## src/hw/rtl/hftd_pkg.sv

```systemverilog
// Shared types and constants of the code-tree walk decoder.
`timescale 1ns / 1ps

package hftd_pkg;

	localparam int NODE_COUNT_DEF   = 512;
	localparam int MAX_CODE_LEN_DEF = 32;

	localparam int SYM_W      = 8;
	localparam int CODE_W     = 32;
	localparam int LEN_W      = 6;
	localparam int BYTE_W     = 8;
	localparam int SKIP_W     = 3;
	localparam int REM_W      = 4;
	localparam int S_TDATA_W  = 64;
	localparam int M_TDATA_W  = 8;

	localparam logic CMD_LOAD   = 1'b0;
	localparam logic CMD_DECODE = 1'b1;

	typedef enum logic [1:0] {
		ST_OK      = 2'd0,
		ST_BADPATH = 2'd1,
		ST_FULL    = 2'd2
	} status_t;

	typedef struct packed {
		logic              command;
		logic [SYM_W-1:0]  symbol_in;
		logic [CODE_W-1:0] code_bits;
		logic [LEN_W-1:0]  code_length;
		logic [BYTE_W-1:0] coded_byte;
		logic [SKIP_W-1:0] ignored_low_bits;
	} item_t;

	typedef struct packed {
		logic [SYM_W-1:0] symbol_out;
		status_t          status;
		logic             last;
	} res_t;

endpackage

```

## src/hw/rtl/hftd_out_reg.sv

```systemverilog
// Result register on the master side.
`timescale 1ns / 1ps

module hftd_out_reg (
	input  logic          clk,
	input  logic          arst_n,
	input  logic          push,
	input  hftd_pkg::res_t push_res,
	output logic          out_free,
	output logic          m_valid,
	input  logic          m_ready,
	output hftd_pkg::res_t m_res
);

	import hftd_pkg::*;

	logic valid_q;
	res_t res_q;

	assign out_free = !valid_q || m_ready;

	always_ff @(posedge clk or negedge arst_n) begin
		if (!arst_n) begin
			valid_q <= 1'b0;
			res_q   <= '0;
		end else if (push && out_free) begin
			valid_q <= 1'b1;
			res_q   <= push_res;
		end else if (m_ready) begin
			valid_q <= 1'b0;
		end
	end

	assign m_valid = valid_q;
	assign m_res   = res_q;

endmodule

```

## config.mk

```make
export PLATFORM = sky130hd
export DESIGN_NAME = hftd_out_reg
export DESIGN_NICKNAME = d
export VERILOG_FILES = /design/src/hw/rtl/hftd_pkg.sv /design/src/hw/rtl/hftd_out_reg.sv
export SDC_FILE = /design/constraint.sdc
export NUM_CORES = 1
export LEC_CHECK = 0
export BUFFER_PORTS_ARGS = -buffer_cell sky130_fd_sc_hd__clkbuf_2
export CAP_MARGIN = 20
export CORE_AREA = 2 2 39 41
export DETAILED_ROUTE_END_ITERATION = 8
export DIE_AREA = 0 0 41 43
export PLACE_DENSITY = 0.82
export SYNTH_ARGS = -nofsm -noshare
export SYNTH_HDL_FRONTEND = slang
export SYNTH_SLANG_ARGS = --single-unit
```

## constraint.sdc

```tcl
create_clock -name clk -period 1.33 [get_ports clk]
set_clock_uncertainty 0.05 [all_clocks]
set_input_delay 0.133 -clock clk [delete_from_list [all_inputs] [get_ports clk]]
set_output_delay 0.133 -clock clk [all_outputs]
set_load 0.01 [all_outputs]
```

### After elaboration in Yosys (flattened, before gate mapping)

Index checks and enable logic that the tools add are counted.

| word-level totals | value |
|---|---|
| register bits | 12 |
| logic and storage cells | 10 |
| output and inout bits | 13 |
| bits of input ports | 15 |

| operators by class | value |
|---|---|
| reductions and logical operators | 4 |
| muxes and demuxes | 2 |

Operators by type and width:

| operator | count |
|---|---|
| 2-to-1 mux 1 bit | 2 |
| nonzero test 2 bit | 1 |
| logical AND 1 bit | 1 |
| logical NOT 1 bit | 1 |
| logical OR 1 bit | 1 |

### Depth between registers and ports, before layout

| depth | value |
|---|---|
| depth in word-level cells | 4 |
| depth in mapped cells | 4 |
| depth with buffers taken out | 3 |

### Least setup slack after synthesis

OpenSTA, ideal clock, no wires.

| path | value |
|---|---|
| kind | register to register |
| from | register valid_q (netlist: m_valid) |
| to | register res_q, in the netlist m_res[0] |
| library setup time | 125 ps |
| path buffers | 1 |
| arrival time | 1017 ps |
| cell stages (with the launch flop) | 5 |
| slack | 138 ps |
| clock period less this slack | 1192 ps |
| data required time | 1155 ps |
| cells stage by stage | dfrtp_1 -> nand2b_4 -> nand2_4 -> buf_12 -> mux2_4 |

| between the ends | value |
|---|---|
| cells in the longest elaborated chain, start to end | 3 |

Ends and longest elaborated chain:

| element | line | text |
|---|---|---|
| start, declared | hftd_out_reg.sv:17 | `logic valid_q;` |
| start signal, assigned | hftd_out_reg.sv:24 | `valid_q <= 1'b0;` |
| start signal, assigned | hftd_out_reg.sv:27 | `valid_q <= 1'b1;` |
| start signal, assigned | hftd_out_reg.sv:30 | `valid_q <= 1'b0;` |
| logical NOT 1 bit | hftd_out_reg.sv:20 | `assign out_free = !valid_q \|\| m_ready;` |
| logical OR 1 bit | hftd_out_reg.sv:20 |  |
| net out_free | hftd_out_reg.sv:9 | `output logic out_free,` |
| logical AND 1 bit | hftd_out_reg.sv:26 | `end else if (push && out_free) begin` |
| end signal, assigned | hftd_out_reg.sv:28 | `res_q <= push_res;` |
| end, declared | hftd_out_reg.sv:18 | `res_t res_q;` |

The timed path passes the listed nets, and every way through them passes these cells.
A chain may end at the register's enable or synchronous reset.

### Worst setup path in the final report

| path | value |
|---|---|
| from | register valid_q (netlist: m_valid) |
| to | register res_q, in the netlist m_res[6] |

| between the ends | value |
|---|---|
| cells in the longest elaborated chain, start to end | 3 |

Ends and longest elaborated chain:

| element | line |
|---|---|
| logical NOT 1 bit | hftd_out_reg.sv:20 |
| logical OR 1 bit | hftd_out_reg.sv:20 |
| logical AND 1 bit | hftd_out_reg.sv:26 |

No other way between the ends.

==> metrics.yaml <==
worst_setup_path:
  cp_cell_sequence: "nand2b_4, nand2_4, mux2_2"
  reg2reg_from: "m_valid"
  reg2reg_slack_ns: 0.15
  rr_worst_depth: 3
  crit_path_top_delay_cell: "dfrtp_1"
  crit_path_end_kind: "flop"
  start_kind: "flop"
  crit_type: "reg -> reg"
  critical_path.top_delay_family: "flip-flops"
  cp.arrival_ns: 1.28
  cpPeakStageDelay_ns: 0.40
  worstPathRequired_ns: 1.43
  cp_max_fo: 11
  worst-path-buf-inv: 0
  r2r-end: "m_res[6]"
synth:
  yosysTopAreaCell: "dfrtp_1"
  synthCells: 27
  muxShareOfSynthArea_pct: 31.4
  synth_top_area_share_pct: 58.4
  synth-compound-area-share_pct: 0
  synth_cell_types: 7
  synth_nets: 42
  netlist_area_um2: 514
  postSynthAreaPerCell_um2: 19.0
  yosys_warnings: 0
  synth-seq-cells: 12
  synthAdderAreaFrac_pct: 0
  synthSimpleGateAreaFrac_pct: 6.33
  synth_top_family_by_area: "multiplexers"
  synth_xor_xnor_area_share_pct: 0
  ys_seq_area_share_pct: 58.4
  synthTopCellsByArea: "dfrtp_1 (58%), mux2_4 (29%), buf_12 (3.9%)"
floorplan:
  die_y_um: 43
  die_w_um: 41
  ios: 28
  initial_core_util_pct: 37.2
  die-area_um2: 1760
  rows: 14
  core_um2: 1380
clock_tree:
  htreeDepth: 1
  cts_sinks: 12
  cts_setup_buffers: 0
  postCtsHoldBufs: 1
  numCtsBuffers: 3
  cts_resized: 0
  insertion_delay_ns: 0.26
  cts_tree: "done"
  cts-root-buf: "clkbuf_4"
  clk_path_buf_depth: 2
  path_clk_slew_ns: 0.07
route:
  vias: 334
  ant_nets: 0
  drc_errors: 0
  drt_iter0_drc: 8
  wl_um: 970
  firstDrtPassIters: 4
  vias_per_cell: 4.51
  wire_per_inst_um: 13.1
finish:
  n_antenna_cell: 0
  final_cell_mix: "clkbuf_2 (27), dfrtp_1 (12), mux2_4 (10)"
  fillers: 123
  syn2layout_area_growth_pct: 35.3
  nets: 74
  layout.cells.most_common: "clkbuf_2"
  drive_above_1_share_pct: 75.9
grt:
  grt_max_degree: 13
  grt_pass1_vias: 360
  grt_pass1_wl_mm: 1.46
  globalRouteTotalUtil_pct: 13.3
  grt.overflow.total: 0
  antenna_found_initial: 0
min_path:
  min_path_cells: 2
  hp-start: "push_res[6]"
  hold-path-endpoint: "m_res[6]"
  hold_path.class: "in -> reg"
timing:
  period_needed_ns: 1.18
  finalSetupTns_ns: 0
  max_freq_mhz: 847
  postLayoutSetupSlackWorst_ns: 0.149
  finalSetupViolations: 0
  finalCritPeriodShare_pct: 88.8
  tightest_slew_ns: 0.298
  hold_violations: 0
  rsz0062_at_grt: "false"
  maxSlewHeadroom_pct: 80.1
  finalMaxSlewViolations: 0
power_and_ir_drop:
  internal_power_uw: 708
  p_clk_share_pct: 29.4
  p_switching_uw: 229
  power_frac_seq_pct: 47.8
  power.density_nw_per_um2: 1350
  comb_power_share_pct: 22.8
  p_sw_share_pct: 24.5
  leakage_uw: 0.000387
  irDropWorstVdd_mv: 0.513
placement:
  dp_hpwl_um: 750
  place_ws_ns: 0.152
  routabilityCongestion: 0.558
  portBuffers: 27
outcome:
  status: "finished, final reports clean"
flow_run:
  max-cap-violations: 0
[registers in the layout (all words and copies together) (netlist names)]
register / count
m_res: 11
m_valid: 1
[worst max-delay path by stage]
stage                        from        to  slack, ns  cells after the start
after floorplan           m_valid  m_res[0]       0.14                      4
after global placement    m_valid  m_res[6]       0.19                      3
after detailed placement  m_valid  m_res[6]       0.15                      3
after CTS                 m_valid  m_res[6]       0.14                      3
after global routing      m_valid  m_res[6]        0.1                      3
final                     m_valid  m_res[6]       0.15                      3
[layer usage]
metal | vias up | wire, um | track usage, %
li1 | 153 | - | -
met1 | 165 | 405 | 15.1
met2 | 16 | 474 | 19.4
met3 | 0 | 90 | 6.28
met4 | 0 | 0 | 8.00
met5 | - | 0 | 0
[cells by family (layout without fill, tap and decap cells)]
logic type             after synthesis  in the layout
multiplexers                        11             11
buffers and inverters                1             32
flip-flops                          12             12
AND/OR/NAND/NOR                      3              3
[power groups by stage]
stage | combinational (uW) | clock, uW | sequential, uW
4_1_cts | 217 | 290 | 448
5_1_grt | 229 | 314 | 453
6_report | 213 | 276 | 448
3_5_place_dp | 214 | 0 | 453
2_1_floorplan | 104 | 0 | 475
3_3_place_gp | 207 | 0 | 452
[stage by stage]
| stage | hold slack (ns) | instance area [um2] | util [%] | cells | total power [uW] |
|---|---|---|---|---|---|
| 6_report | 0.0505 | 696 | 50.3 | 74 | 937 |
| 5_1_grt | 0.0292 | 696 | 50.3 | 74 | 996 |
| 4_1_cts | 0.0409 | 696 | 50.3 | 74 | 956 |
| 3_5_place_dp | -0.0200 | 649 | 46.9 | 69 | 667 |
| 3_3_place_gp | -0.0251 | 649 | 46.9 | 69 | 659 |
| 2_1_floorplan | -0.213 | 514 | - | 27 | 580 |
[area by class of cell]
cell class              instances  area [um2]  share of cell area [%]
clock buffers                   4        36.3                    5.22
well taps                      16        20.0                    2.88
multi-input cells              14         194                    27.9
repair buffers                 28         145                    20.9
flip-flops and latches         12         300                    43.2
[cells in the mapped netlist, drive strengths merged]
| cell | number |
|---|---|
| buf | 1 |
| dfrtp | 12 |
| mux2 | 11 |
| nand2 | 1 |
| nand2b | 1 |
| or2b | 1 |
Power figures use the tool's default switching activity.
