File: src/hw/rtl/hftd_pkg.sv
// Shared types and constants of the code-tree walk decoder.
`timescale 1ns / 1ps

package hftd_pkg;

	localparam int NODE_COUNT_DEF   = 512;
	localparam int MAX_CODE_LEN_DEF = 32;

	localparam int SYM_W      = 8;
	localparam int CODE_W     = 32;
	localparam int LEN_W      = 6;
	localparam int BYTE_W     = 8;
	localparam int SKIP_W     = 3;
	localparam int REM_W      = 4;
	localparam int S_TDATA_W  = 64;
	localparam int M_TDATA_W  = 8;

	localparam logic CMD_LOAD   = 1'b0;
	localparam logic CMD_DECODE = 1'b1;

	typedef enum logic [1:0] {
		ST_OK      = 2'd0,
		ST_BADPATH = 2'd1,
		ST_FULL    = 2'd2
	} status_t;

	typedef struct packed {
		logic              command;
		logic [SYM_W-1:0]  symbol_in;
		logic [CODE_W-1:0] code_bits;
		logic [LEN_W-1:0]  code_length;
		logic [BYTE_W-1:0] coded_byte;
		logic [SKIP_W-1:0] ignored_low_bits;
	} item_t;

	typedef struct packed {
		logic [SYM_W-1:0] symbol_out;
		status_t          status;
		logic             last;
	} res_t;

endpackage

File: src/hw/rtl/hftd_walk_ctrl.sv
// Tree walk sequencer: code loads and byte decodes over the node table.
`timescale 1ns / 1ps

module hftd_walk_ctrl #(
	parameter int NODE_COUNT   = 512,
	parameter int MAX_CODE_LEN = 32,
	parameter int IW           = 9,
	parameter int RW           = 26
) (
	input  logic           clk,
	input  logic           arst_n,
	input  logic           s_valid,
	output logic           s_ready,
	input  hftd_pkg::item_t s_item,
	output logic           rd_en,
	output logic [IW-1:0]  rd_addr,
	input  logic [RW-1:0]  rd_row,
	output logic           wr_en,
	output logic [IW-1:0]  wr_addr,
	output logic [RW-1:0]  wr_row,
	output logic           push,
	output hftd_pkg::res_t push_res,
	input  logic           out_free
);

	import hftd_pkg::*;

	localparam int CW = $clog2(NODE_COUNT + 1);
	localparam int LW = $clog2(MAX_CODE_LEN + 1);

	typedef enum logic [1:0] {S_IDLE, S_LOAD, S_DEC} state_t;

	state_t            state_q, state_d;
	logic [IW-1:0]     walk_q, walk_d;
	logic              chk_q, chk_d;
	logic [IW-1:0]     ld_node_q, ld_node_d;
	logic              fresh_q, fresh_d;
	logic [RW-1:0]     root_q, root_d;
	logic [CW-1:0]     nodes_q, nodes_d;
	logic [SYM_W-1:0]  sym_q, sym_d;
	logic [CODE_W-1:0] code_q, code_d;
	logic [LW-1:0]     cnt_q, cnt_d;
	logic              lz_q, lz_d;
	logic [BYTE_W-1:0] byte_q, byte_d;
	logic [REM_W-1:0]  rem_q, rem_d;
	logic              hold_v_q, hold_v_d;
	res_t              hold_q, hold_d;

	logic [RW-1:0]     row_ld, row_dc, new_row;
	logic [31:0]       ld_pos;
	logic              ld_bit, dc_bit, leaf_hit, emit_ok, full;
	logic [IW-1:0]     ld_child, dc_child, root_child, new_idx;
	res_t              res_new;

	always_comb begin
		state_d   = state_q;
		walk_d    = walk_q;
		chk_d     = chk_q;
		ld_node_d = ld_node_q;
		fresh_d   = fresh_q;
		nodes_d   = nodes_q;
		sym_d     = sym_q;
		code_d    = code_q;
		cnt_d     = cnt_q;
		lz_d      = lz_q;
		byte_d    = byte_q;
		rem_d     = rem_q;
		hold_v_d  = hold_v_q;
		hold_d    = hold_q;
		rd_en     = 1'b0;
		rd_addr   = walk_q;
		wr_en     = 1'b0;
		wr_addr   = ld_node_q;
		push      = 1'b0;
		push_res  = hold_q;
		res_new   = '0;
		s_ready   = (state_q == S_IDLE);

		// current row of the load walk: fresh nodes are all zero until written
		row_ld = fresh_q ? '0 : ((ld_node_q == '0) ? root_q : rd_row);
		row_dc = (walk_q == '0) ? root_q : rd_row;

		ld_pos     = 32'(cnt_q) - 32'd1;
		ld_bit     = (ld_pos < 32'd32) ? code_q[ld_pos[4:0]] : 1'b0;
		ld_child   = ld_bit ? row_ld[2*IW-1:IW] : row_ld[IW-1:0];
		dc_bit     = byte_q[BYTE_W-1];
		dc_child   = dc_bit ? row_dc[2*IW-1:IW] : row_dc[IW-1:0];
		root_child = dc_bit ? root_q[2*IW-1:IW] : root_q[IW-1:0];
		leaf_hit   = chk_q && (row_dc[RW-1:2*IW] != '0);
		emit_ok    = !hold_v_q || out_free;
		full       = (nodes_q == CW'(NODE_COUNT));
		new_idx    = nodes_q[IW-1:0];

		new_row = row_ld;
		if (ld_bit) begin
			new_row[2*IW-1:IW] = new_idx;
		end else begin
			new_row[IW-1:0] = new_idx;
		end
		wr_row = new_row;

		unique case (state_q)
			S_IDLE: begin
				if (s_valid) begin
					sym_d  = s_item.symbol_in;
					code_d = s_item.code_bits;
					byte_d = s_item.coded_byte;
					rem_d  = REM_W'(8) - REM_W'(s_item.ignored_low_bits);
					if (s_item.command == CMD_LOAD) begin
						ld_node_d = '0;
						fresh_d   = 1'b0;
						lz_d      = (s_item.code_length == '0);
						cnt_d     = (s_item.code_length > LEN_W'(MAX_CODE_LEN))
							? LW'(MAX_CODE_LEN) : LW'(s_item.code_length);
						state_d   = S_LOAD;
					end else begin
						// row of a parked non-root position comes back next cycle
						rd_en   = 1'b1;
						rd_addr = walk_q;
						chk_d   = 1'b0;
						state_d = S_DEC;
					end
				end
			end
			S_LOAD: begin
				if (cnt_q == '0) begin
					if (out_free) begin
						push     = 1'b1;
						push_res = '{symbol_out: '0, status: ST_OK, last: 1'b1};
						if (!lz_q) begin
							wr_en  = 1'b1;
							wr_row = {sym_q, row_ld[2*IW-1:0]};
						end
						state_d = S_IDLE;
					end
				end else if (ld_child != '0) begin
					rd_en     = 1'b1;
					rd_addr   = ld_child;
					ld_node_d = ld_child;
					fresh_d   = 1'b0;
					cnt_d     = cnt_q - LW'(1);
				end else if (full) begin
					if (out_free) begin
						// flush the current row so a fresh node lands as zeros
						wr_en    = 1'b1;
						wr_row   = row_ld;
						push     = 1'b1;
						push_res = '{symbol_out: '0, status: ST_FULL, last: 1'b1};
						state_d  = S_IDLE;
					end
				end else begin
					wr_en     = 1'b1;
					nodes_d   = nodes_q + CW'(1);
					ld_node_d = new_idx;
					fresh_d   = 1'b1;
					cnt_d     = cnt_q - LW'(1);
				end
			end
			S_DEC: begin
				if (leaf_hit) begin
					res_new = '{symbol_out: row_dc[RW-1:2*IW], status: ST_OK, last: 1'b0};
					if (emit_ok) begin
						push     = hold_v_q;
						hold_v_d = 1'b1;
						hold_d   = res_new;
						walk_d   = '0;
						chk_d    = 1'b0;
						// next bit may start from the root in the same cycle
						if (rem_q != '0 && root_child != '0) begin
							rd_en   = 1'b1;
							rd_addr = root_child;
							walk_d  = root_child;
							chk_d   = 1'b1;
							rem_d   = rem_q - REM_W'(1);
							byte_d  = {byte_q[BYTE_W-2:0], 1'b0};
						end
					end
				end else if (rem_q != '0) begin
					if (dc_child != '0) begin
						rd_en   = 1'b1;
						rd_addr = dc_child;
						walk_d  = dc_child;
						chk_d   = 1'b1;
						rem_d   = rem_q - REM_W'(1);
						byte_d  = {byte_q[BYTE_W-2:0], 1'b0};
					end else begin
						res_new = '{symbol_out: '0, status: ST_BADPATH, last: 1'b0};
						if (emit_ok) begin
							push     = hold_v_q;
							hold_v_d = 1'b1;
							hold_d   = res_new;
							walk_d   = '0;
							chk_d    = 1'b0;
							rem_d    = rem_q - REM_W'(1);
							byte_d   = {byte_q[BYTE_W-2:0], 1'b0};
						end
					end
				end else begin
					chk_d = 1'b0;
					if (!hold_v_q) begin
						state_d = S_IDLE;
					end else if (out_free) begin
						push          = 1'b1;
						push_res.last = 1'b1;
						hold_v_d      = 1'b0;
						state_d       = S_IDLE;
					end
				end
				if (push && hold_v_q && state_d != S_IDLE) begin
					push_res.last = 1'b0;
				end
			end
			default: begin
				state_d = S_IDLE;
			end
		endcase

		root_d = root_q;
		if (wr_en && wr_addr == '0) begin
			root_d = wr_row;
		end
	end

	always_ff @(posedge clk or negedge arst_n) begin
		if (!arst_n) begin
			state_q   <= S_IDLE;
			walk_q    <= '0;
			chk_q     <= 1'b0;
			ld_node_q <= '0;
			fresh_q   <= 1'b0;
			root_q    <= '0;
			nodes_q   <= CW'(1);
			sym_q     <= '0;
			code_q    <= '0;
			cnt_q     <= '0;
			lz_q      <= 1'b0;
			byte_q    <= '0;
			rem_q     <= '0;
			hold_v_q  <= 1'b0;
			hold_q    <= '0;
		end else begin
			state_q   <= state_d;
			walk_q    <= walk_d;
			chk_q     <= chk_d;
			ld_node_q <= ld_node_d;
			fresh_q   <= fresh_d;
			root_q    <= root_d;
			nodes_q   <= nodes_d;
			sym_q     <= sym_d;
			code_q    <= code_d;
			cnt_q     <= cnt_d;
			lz_q      <= lz_d;
			byte_q    <= byte_d;
			rem_q     <= rem_d;
			hold_v_q  <= hold_v_d;
			hold_q    <= hold_d;
		end
	end

endmodule

File: config.mk
export PLATFORM = sky130hd
export DESIGN_NAME = hftd_walk_ctrl
export DESIGN_NICKNAME = d
export VERILOG_FILES = /design/src/hw/rtl/hftd_pkg.sv /design/src/hw/rtl/hftd_walk_ctrl.sv
export SDC_FILE = /design/constraint.sdc
export NUM_CORES = 1
export LEC_CHECK = 0
export ABC_AREA = 1
export BUFFER_PORTS_ARGS = -buffer_cell sky130_fd_sc_hd__buf_4
export CORE_ASPECT_RATIO = 0.9
export CORE_MARGIN = 2
export CORE_UTILIZATION = 50
export DETAILED_ROUTE_END_ITERATION = 8
export PLACE_DENSITY = 0.72
export SLEW_MARGIN = 0
export SYNTH_ARGS = -nofsm -noshare
export SYNTH_HDL_FRONTEND = slang
export SYNTH_SLANG_ARGS = --single-unit
File: constraint.sdc
create_clock -name clk -period 5.9 [get_ports clk]
set_clock_uncertainty 0.15 [all_clocks]
set_input_delay 0.295 -clock clk [delete_from_list [all_inputs] [get_ports clk]]
set_output_delay 0.295 -clock clk [all_outputs]
set_load 0.005 [all_outputs]
Yosys cells after proc, flatten, opt, wreduce, memory -nomap -nowiden
Cells that the tools add are included.
{"block": "word_totals", "reg_bits": 129, "in_bits": 88, "output_inout_bits": 59, "elab_cells": 215}
{"block": "classes", "addsub": 5, "magnitude_cmp": 3, "eq_ne": 18, "n_mux": 136, "bitwise": 4, "reduce_logical": 32}
{"operator": "$mux W9", "n": 23}
{"operator": "$mux W26", "n": 7}
{"operator": "$mux W11", "n": 10}
{"operator": "$mux W8", "n": 7}
{"operator": "$mux W18", "n": 3}
{"operator": "$mux W1", "n": 50}
{"operator": "$mux W6", "n": 6}
{"operator": "$pmux W9 S2", "n": 2}
{"operator": "$lt A32 B6 Y1 const B", "n": 1}
{"operator": "$mux W4", "n": 7}
{"operator": "$reduce_bool A9 Y1", "n": 3}
{"operator": "$ne A3 B3 Y1 const B", "n": 8}
{"operator": "$mux W2", "n": 10}
{"operator": "$logic_not A9 Y1", "n": 2}
{"operator": "$pmux W8 S2", "n": 1}
{"operator": "$logic_not A6 Y1", "n": 2}
{"operator": "$pmux W6 S2", "n": 1}
{"operator": "$reduce_and A4 Y1", "n": 3}
{"operator": "$add A10 B1 Y10 const B", "n": 1}
{"operator": "$eq A10 B10 Y1 const B", "n": 1}
{"operator": "$mux W10", "n": 1}
{"operator": "$reduce_and A5 Y1", "n": 2}
{"operator": "$reduce_bool A2 Y1", "n": 5}
{"operator": "$ne A2 B2 Y1 const B", "n": 4}
{"operator": "25 further kinds", "n": 38}

Depth between registers and ports, before layout
Gate-level depths: netlist (run 1).
{"block": "depth", "depth_word": 12, "mapped_depth": 27, "ltp_nobuf": 23}

Least setup slack after synthesis (run 1)
Ideal clock, no wire load.
{"block": "synth_timing", "path_type": "reg-to-output", "start": "reg cnt_q[0]", "end": "out push", "t_arrival_ps": 2820, "required_ps": 5455, "setup_slack_ps": 2635, "stages_incl_launch_ff": 23, "path_buffers": 5, "path_cell_list": "dfrtp_1 buf_6 inv_6 buf_6 ha_1 buf_2 inv_2 nand3_1 nand3_1 nand3_1 nand2_2 nand2_4 nand3_2 buf_6 nand2_1 nand2_1 nand3_2 nor2_4 nand2_4 nand2_4 nand4_1 buf_2 a21oi_1"}
{"block": "synth_via", "elab_chain_len": 9, "elab_cells_between_ends": 11, "cone_classes": "add/sub: 1; order compare: 1; mux: 7; reduce/logical: 2"}
{"item": "start: declaration", "line": "hftd_walk_ctrl.sv:42", "source": "logic [LW-1:0] cnt_q, cnt_d;"}
{"item": "start signal: assignment", "line": "hftd_walk_ctrl.sv:251", "source": "cnt_q <= cnt_d;"}
{"item": "branches (longest 7 deep; another with $lt A32 B6 Y1)"}
{"item": "$mux W1 *", "line": "hftd_walk_ctrl.sv:126", "source": "if (cnt_q == '0) begin"}
{"item": "$pmux W1 S2 *", "line": "hftd_walk_ctrl.sv:102", "source": "unique case (state_q)"}
{"item": "end: declaration", "line": "hftd_walk_ctrl.sv:21", "source": "output logic push,"}
Every way passes the cells marked *. The select of a mux whose other input is x is not followed.

Worst setup path in the final report (run 1)
Same ends and word-level chain as after synthesis.

==> results of run 1 <==
==> repair_timing <==
item | 4_1_cts | 5_1_grt
endpoints found under the hold margin | 119 | 0
gates resized for setup | 0 | 0
hold buffers | 51 | 0
==> flip-flops by register name, summed over array words and instances, names as in the netlist <==
name / count
hold_v_q: 1
rem_q: 4
nodes_q: 10
hold_q: 9
cnt_q: 6
root_q: 26
code_q: 32
sym_q: 8
fresh_q: 1
byte_q: 8
walk_q: 9
wr_addr: 9
state_q: 2
lz_q: 1
chk_q: 1
==> logic make-up (layout without fill, tap and decap cells) <==
| family | count (synthesis) | count (layout) |
|---|---|---|
| compound gates | 258 | 258 |
| xor+xnor | 13 | 13 |
| fa+ha+maj | 9 | 9 |
| buf+inv | 195 | 372 |
| flops | 127 | 127 |
| simple gates | 730 | 730 |
==> area by class of cell <==
| type | instances | area (µm²) | area share |
|---|---|---|---|
| repair buffers | 205 | 1670 | 0.152 |
| clock buffers | 18 | 429 | 0.0392 |
| flip-flops and latches | 127 | 3180 | 0.291 |
| inverters | 135 | 512 | 0.0468 |
| well taps | 235 | 294 | 0.0269 |
| clock inverters | 14 | 155 | 0.0142 |
| multi-input cells | 1010 | 4700 | 0.430 |
==> placed cells by master, fill, tap and decap left out, drive strengths merged, types with 22 or more instances in the layout <==
cell / synthesis / final
a21oi: 36 / 36
buf: 28 / 154
dfrtp: 126 / 126
dlygate4sd3: 0 / 51
inv: 134 / 139
nand2: 516 / 516
nand3: 72 / 72
nand4: 24 / 24
nor2: 97 / 97
o211ai: 22 / 22
o21ai: 170 / 170
==> Yosys cell counts (2+ instances only) <==
| master | instances |
|---|---|
| xnor2_1 | 2 |
| buf_1 | 3 |
| nor3_1 | 12 |
| nand4_1 | 24 |
| buf_6 | 6 |
| o21ai_2 | 3 |
| nor4_1 | 3 |
| o21ai_0 | 145 |
| nand3_1 | 68 |
| xor2_1 | 10 |
| nand3_2 | 4 |
| nor3_2 | 2 |
| o21a_1 | 3 |
| o22ai_1 | 8 |
| nor2_1 | 93 |
| a21oi_1 | 36 |
| ha_1 | 9 |
| o211ai_1 | 22 |
| nand2_4 | 4 |
| buf_2 | 16 |
| a21o_1 | 6 |
| or2_2 | 4 |
| a31oi_1 | 2 |
| a32o_1 | 2 |
| a22oi_1 | 3 |
| nor2_4 | 2 |
| inv_2 | 4 |
| dfrtp_1 | 126 |
| inv_1 | 129 |
| o21ai_1 | 22 |
| nand2_2 | 6 |
| clkbuf_1 | 32 |
| buf_4 | 3 |
| nand2_1 | 506 |
==> worst max-delay path, cell delays in order (launching register included) <==
cell     delay, ns
dfrtp_1       0.74
inv_6         0.15
ha_1          0.52
inv_2         0.15
nand3_1       0.12
nand3_1       0.07
nand3_1       0.11
nand2_2       0.09
nand2_4       0.12
nand3_2       0.39
o21ai_2       0.47
nand3_2       0.14
nor2_4        0.21
nand2_4       0.16
nand2_4       0.16
nand4_1       0.35
a21oi_1       0.25
buf_4         0.13
==> worst paths after layout <==
kind | from | endpoint | slack (ns)
worst max-delay path | cnt_q[0]$_DFFE_PN0P_ | push | 0.70
worst min-delay path | s_item[14] | lz_q$_DFFE_PN0P_ | 0.04
worst max register to register | cnt_q[0]$_DFFE_PN0P_ | root_q[10]$_DFFE_PN0P_ | 1.16
worst min register to register | sym_q[1]$_DFFE_PN0P_ | sym_q[1]$_DFFE_PN0P_ | 0.33
max in group asynchronous | arst_n | code_q[18]$_DFFE_PN0P_ | 3.92
min in group asynchronous | arst_n | hold_q[8]$_DFFE_PN0P_ | 0.38
==> routing by layer <==
layer,vias to the layer above,GRT usage,share of wire
met3,42,0.0621,0.076
met2,377,0.484,0.45
met1,4267,0.438,0.45
met4,0,0.0856,0.020
met5,-,0,0
li1,4640,-,-
==> power breakdown <==
part / leakage, nW / internal (mW) / switching [mW]
Sequential: 1.57 / 1.22 / 0.259
Combinational: 3.84 / 1.52 / 2.91
Clock: 0.282 / 0.628 / 0.430
Total: 5.69 / 3.37 / 3.60
==> per-stage QoR <==
step | area, µm² | power [mW] | hold slack (ns) | utilization
2_1_floorplan | 8690 | 4.30 | -0.151 | -
3_3_place_gp | 9840 | 5.74 | 0.312 | 0.581
3_5_place_dp | 9840 | 5.78 | 0.316 | 0.581
4_1_cts | 10900 | 6.89 | 0.0309 | 0.645
5_1_grt | 10900 | 7.57 | 0.0490 | 0.645
6_report | 10900 | 6.97 | 0.0370 | 0.645
==> results.sh, run 1 <==
export IMPL_rsz0062_at_grt="false"
export IMPL_cp_data_required_time_ns=5.45
export IMPL_synth_top_area_cell="dfrtp_1"
export IMPL_start_util=0.513
export IMPL_rows=45
export IMPL_p_per_area_nw_per_um2=637
export IMPL_ys_seq_area_frac=0.366
export IMPL_root_buffer="clkbuf_16"
export IMPL_fin_cells=1744
export IMPL_async_flop_share=1.00
export IMPL_grt_max_degree=71
export IMPL_ys_ff_latch=127
export IMPL_postCtsSetupRepairBufs=0
export IMPL_hpwl_um=20100
export IMPL_grt_pass1_vias=8636
export IMPL_gr_total_overflow=0
export IMPL_r2r_cells=20
export IMPL_post_route_drc_count=0
export IMPL_syn_nets=1429
export IMPL_cts_tree="yes"
export IMPL_setup_slack_ns=0.697
export IMPL_synth_area_per_cell_um2=6.53
export IMPL_grt_pass1_wl_um=44500
export IMPL_first_pass_iters=6
export IMPL_synth_area_leaders="dfrtp_1 (36%), nand2_1 (22%), o21ai_0 (8.3%)"
export IMPL_min_path_cells=4
export IMPL_ant_nets=0
export IMPL_relSlewSlack=0.224
export IMPL_routed_via_density=5.35
export IMPL_ioPinCount=147
export IMPL_place_congestion=0.951
export IMPL_min_period_over_period=0.882
export IMPL_dieArea_um2=18500
export IMPL_critPathArrivalTime_ns=4.76
export IMPL_synth_mux_area_frac=0
export IMPL_cts_sinks=127
export IMPL_synth_edff_count=0
export IMPL_path_max_fanout=25
export IMPL_syn_area_um2=8690
export IMPL_synth_top_area_share=0.363
export IMPL_grt_usage=0.309
export IMPL_antenna_found_initial=0
export IMPL_dp_slack_ns=1.22
export IMPL_cts_buffer_depth=2
export IMPL_cts_clk_slew_worst_paths_ns=0.06
export IMPL_fmax_mhz=192
export IMPL_run_status="finished, final reports clean"
export IMPL_die_h_um=129
export IMPL_numCtsBuffers=17
export IMPL_worst_slew_pin_slew_ns=1.16
export IMPL_hold_violations=0
export IMPL_synth_simple_area_share=0.349
export IMPL_slew_viol_final=0
export IMPL_fin_tns_setup_ns=0
export IMPL_vias=9326
export IMPL_wl_um=27700
export IMPL_fin_crit_ns=5.20
export IMPL_fill_cells=1555
export IMPL_synthXorXnorAreaFrac=0.0140
export IMPL_drt_initial_drc_count=960
export IMPL_htreeDepth=4
export IMPL_finalSetupViolations=0
export IMPL_core_area_um2=16900
export IMPL_power_leakage_nw=5.69
export IMPL_yosys_most_used_dff="dfrtp_1"
export IMPL_drive_above_1_share=0.145
export IMPL_drv_cap=0
export IMPL_diodes=0
export IMPL_wl_per_cell_um=15.9
export IMPL_fin_nets=1593
export IMPL_synth_top_family_by_area="simple AND/OR/NAND/NOR gates"
export IMPL_ir_worst_vdd_uv=303
export IMPL_synth_warnings=0
export IMPL_critPathKind="reg -> out"
export IMPL_endpoint_kind="primary output"
export IMPL_synth_cell_types=46
export IMPL_synth_cells=1332
export IMPL_portBuffers=146
export IMPL_clock_latency_ns=0.43
export IMPL_start_kind="flop"
export IMPL_dp_cells=1661
export IMPL_die_w_um=143
export IMPL_hold_class="in -> reg"
export IMPL_synth_compound_gate_area_share=0.165
export IMPL_syn2layout_area_growth_pct=25.8
export IMPL_synth_adder_area_share=0.0130
No activity file was read; power rests on OpenSTA's default activity.
==> run 2: changes to the inputs <==
--- a/config.mk
+++ b/config.mk
@@ -7,11 +7,12 @@
 export LEC_CHECK = 0
 export ABC_AREA = 1
 export BUFFER_PORTS_ARGS = -buffer_cell sky130_fd_sc_hd__buf_4
+export CAP_MARGIN = 20
 export CORE_ASPECT_RATIO = 0.9
 export CORE_MARGIN = 2
-export CORE_UTILIZATION = 50
+export CORE_UTILIZATION = 45
 export DETAILED_ROUTE_END_ITERATION = 8
-export PLACE_DENSITY = 0.72
+export PLACE_DENSITY = 0.66
 export SLEW_MARGIN = 0
 export SYNTH_ARGS = -nofsm -noshare
 export SYNTH_HDL_FRONTEND = slang
==> run 2 against run 1 <==
  * Sequential share of layout area down 0.063 points
  * Largest cell class unchanged
  * Highest routed layer unchanged
  * Cell count rose by 0.92%
  * Total power is 0.29% higher
  * Via count grew 0.17%
  * Critical path depth unchanged
  * Flip-flop and latch count unchanged
==> results.sh, run 2 (synthesized netlist as in run 1, its figures left out) <==
export IMPL_regArea_um2=3180
export IMPL_core_area_um2=19000
export IMPL_p_per_area_nw_per_um2=638
export IMPL_rows=48
export IMPL_crit_path_max_incr_delay_ns=0.51
export IMPL_power_total_mw=6.99
export IMPL_multiInputGateArea_um2=4700
export IMPL_gr_total_overflow=0
export IMPL_run_status="finished, final reports clean"
export IMPL_dp_slack_ns=1.40
export IMPL_postCtsSetupRepairBufs=0
export IMPL_final_cell_mix="nand2_1 (506), buf_4 (155), o21ai_0 (145), inv_1 (129), dfrtp_1 (126)"
export IMPL_grt_pass1_vias=8741
export IMPL_vias=9342
export IMPL_rsz0062_at_grt="false"
export IMPL_dp_cells=1677
export IMPL_hold_violations=0
export IMPL_top_layer_used="met4"
export IMPL_met3_length_um=2120
export IMPL_route_met2_wl_um=13000
export IMPL_cts_sinks=127
export IMPL_cp_data_required_time_ns=5.45
export IMPL_grt_max_degree=70
export IMPL_min_period_over_period=0.841
export IMPL_clock_latency_ns=0.44
export IMPL_holdBufCountCts=50
export IMPL_power_leakage_nw=5.68
export IMPL_portBuffers=146
export IMPL_final_common_cell="nand2_1"
export IMPL_routed_via_density=5.31
export IMPL_critPathArrivalTime_ns=4.52
export IMPL_fill_cells=1890
export IMPL_fin_util=0.576
export IMPL_fin_cells=1760
export IMPL_fmax_mhz=202
export IMPL_grt_pass1_wl_um=45700
export IMPL_ant_nets=0
export IMPL_antenna_found_initial=0
export IMPL_post_route_drc_count=0
export IMPL_path_cells="inv_6 -> ha_1 -> inv_2 -> nand3_1 -> nand3_1 -> nand3_1 -> nand2_1 -> nand2_4 -> nand3_2 -> o21ai_2 -> nand3_2 -> nor2_4 -> nand2_4 -> nand2_4 -> nand4_1 -> a21oi_1 -> buf_4"
export IMPL_path_max_fanout=34
export IMPL_critPathKind="reg -> out"
export IMPL_cts_tree="yes"
export IMPL_diodes=0
export IMPL_cts_resized=0
export IMPL_start_util=0.457
export IMPL_numCtsBuffers=17
export IMPL_hold_class="in -> reg"
export IMPL_fin_area_um2=11000
export IMPL_grt_usage=0.288
export IMPL_finalSetupViolations=0
export IMPL_ioPinCount=147
export IMPL_syn2layout_area_growth_pct=26.1
export IMPL_hpwl_um=21100
export IMPL_die_h_um=136
export IMPL_wl_um=28700
export IMPL_path_delay_family="simple AND/OR/NAND/NOR gates"
export IMPL_die_w_um=151
export IMPL_cts_buffer_depth=2
export IMPL_critPathSlowestCell="ha_1"
export IMPL_fin_tns_setup_ns=0
export IMPL_slew_viol_final=0
export IMPL_dpl_cell_area_um2=9870
export IMPL_root_buffer="clkbuf_16"
export IMPL_worst_slew_pin_slew_ns=1.06
export IMPL_largest_reg_flops=32
export IMPL_cts_clk_slew_worst_paths_ns=0.06
export IMPL_setup_slack_ns=0.939
export IMPL_path_buf_inv=3
export IMPL_start_kind="flop"
export IMPL_drive_above_1_share=0.146
export IMPL_largest_registers="code_q (32), root_q (26), nodes_q (10)"
export IMPL_m1WireLength_um=12900
export IMPL_place_congestion=0.950
export IMPL_top_register="code_q"
export IMPL_wl_per_cell_um=16.3
export IMPL_first_pass_iters=5
export IMPL_htreeDepth=4
export IMPL_fin_crit_ns=4.96
export IMPL_r2r_slack_ns=1.39
export IMPL_timing_hold_ws_ns=0.0168
export IMPL_endpoint_kind="primary output"
export IMPL_fin_nets=1594
export IMPL_dieArea_um2=20400
export IMPL_drt_initial_drc_count=735
export IMPL_drv_cap=0
export IMPL_ir_worst_vdd_uv=383
export IMPL_relSlewSlack=0.292
[run 2: final cells by class]
type / instances / area share
clock buffers: 19 / 0.0395
clock inverters: 13 / 0.0120
inverters: 135 / 0.0467
well taps: 250 / 0.0285
multi-input cells: 1010 / 0.429
flip-flops and latches: 127 / 0.290
repair buffers: 206 / 0.154
[run 2: worst min-delay path: stages]
cell      delay [ns]
buf_4           0.09
o211ai_1        0.07
o21ai_0         0.09
[run 2: path summary, 6_finish.rpt]
check | start | to | cells after the start
max in group asynchronous | arst_n | code_q[11]$_DFFE_PN0P_ | 3
setup reg to reg | cnt_q[0]$_DFFE_PN0P_ | root_q[15]$_DFFE_PN0P_ | 20
setup / recovery | cnt_q[0]$_DFFE_PN0P_ | push | 17
hold reg to reg | code_q[29]$_DFFE_PN0P_ | code_q[29]$_DFFE_PN0P_ | 2
hold / removal | s_item[0] | rem_q[0]$_DFFE_PN0P_ | 3
min in group asynchronous | arst_n | hold_q[8]$_DFFE_PN0P_ | 2
[run 2: metal layers]
| layer | GRT usage | vias up |
|---|---|---|
| li1 | - | 4635 |
| met1 | 0.403 | 4311 |
| met2 | 0.446 | 346 |
| met3 | 0.0628 | 50 |
| met4 | 0.0886 | 0 |
| met5 | 0 | - |
[run 2: report_power, final]
group          switching, mW  total (mW)  internal (mW)  leakage, nW
combinational           2.96        4.49           1.53         3.85
sequential             0.241        1.47           1.22         1.57
clock                  0.450        1.04          0.588        0.259
total                   3.65        6.99           3.34         5.68
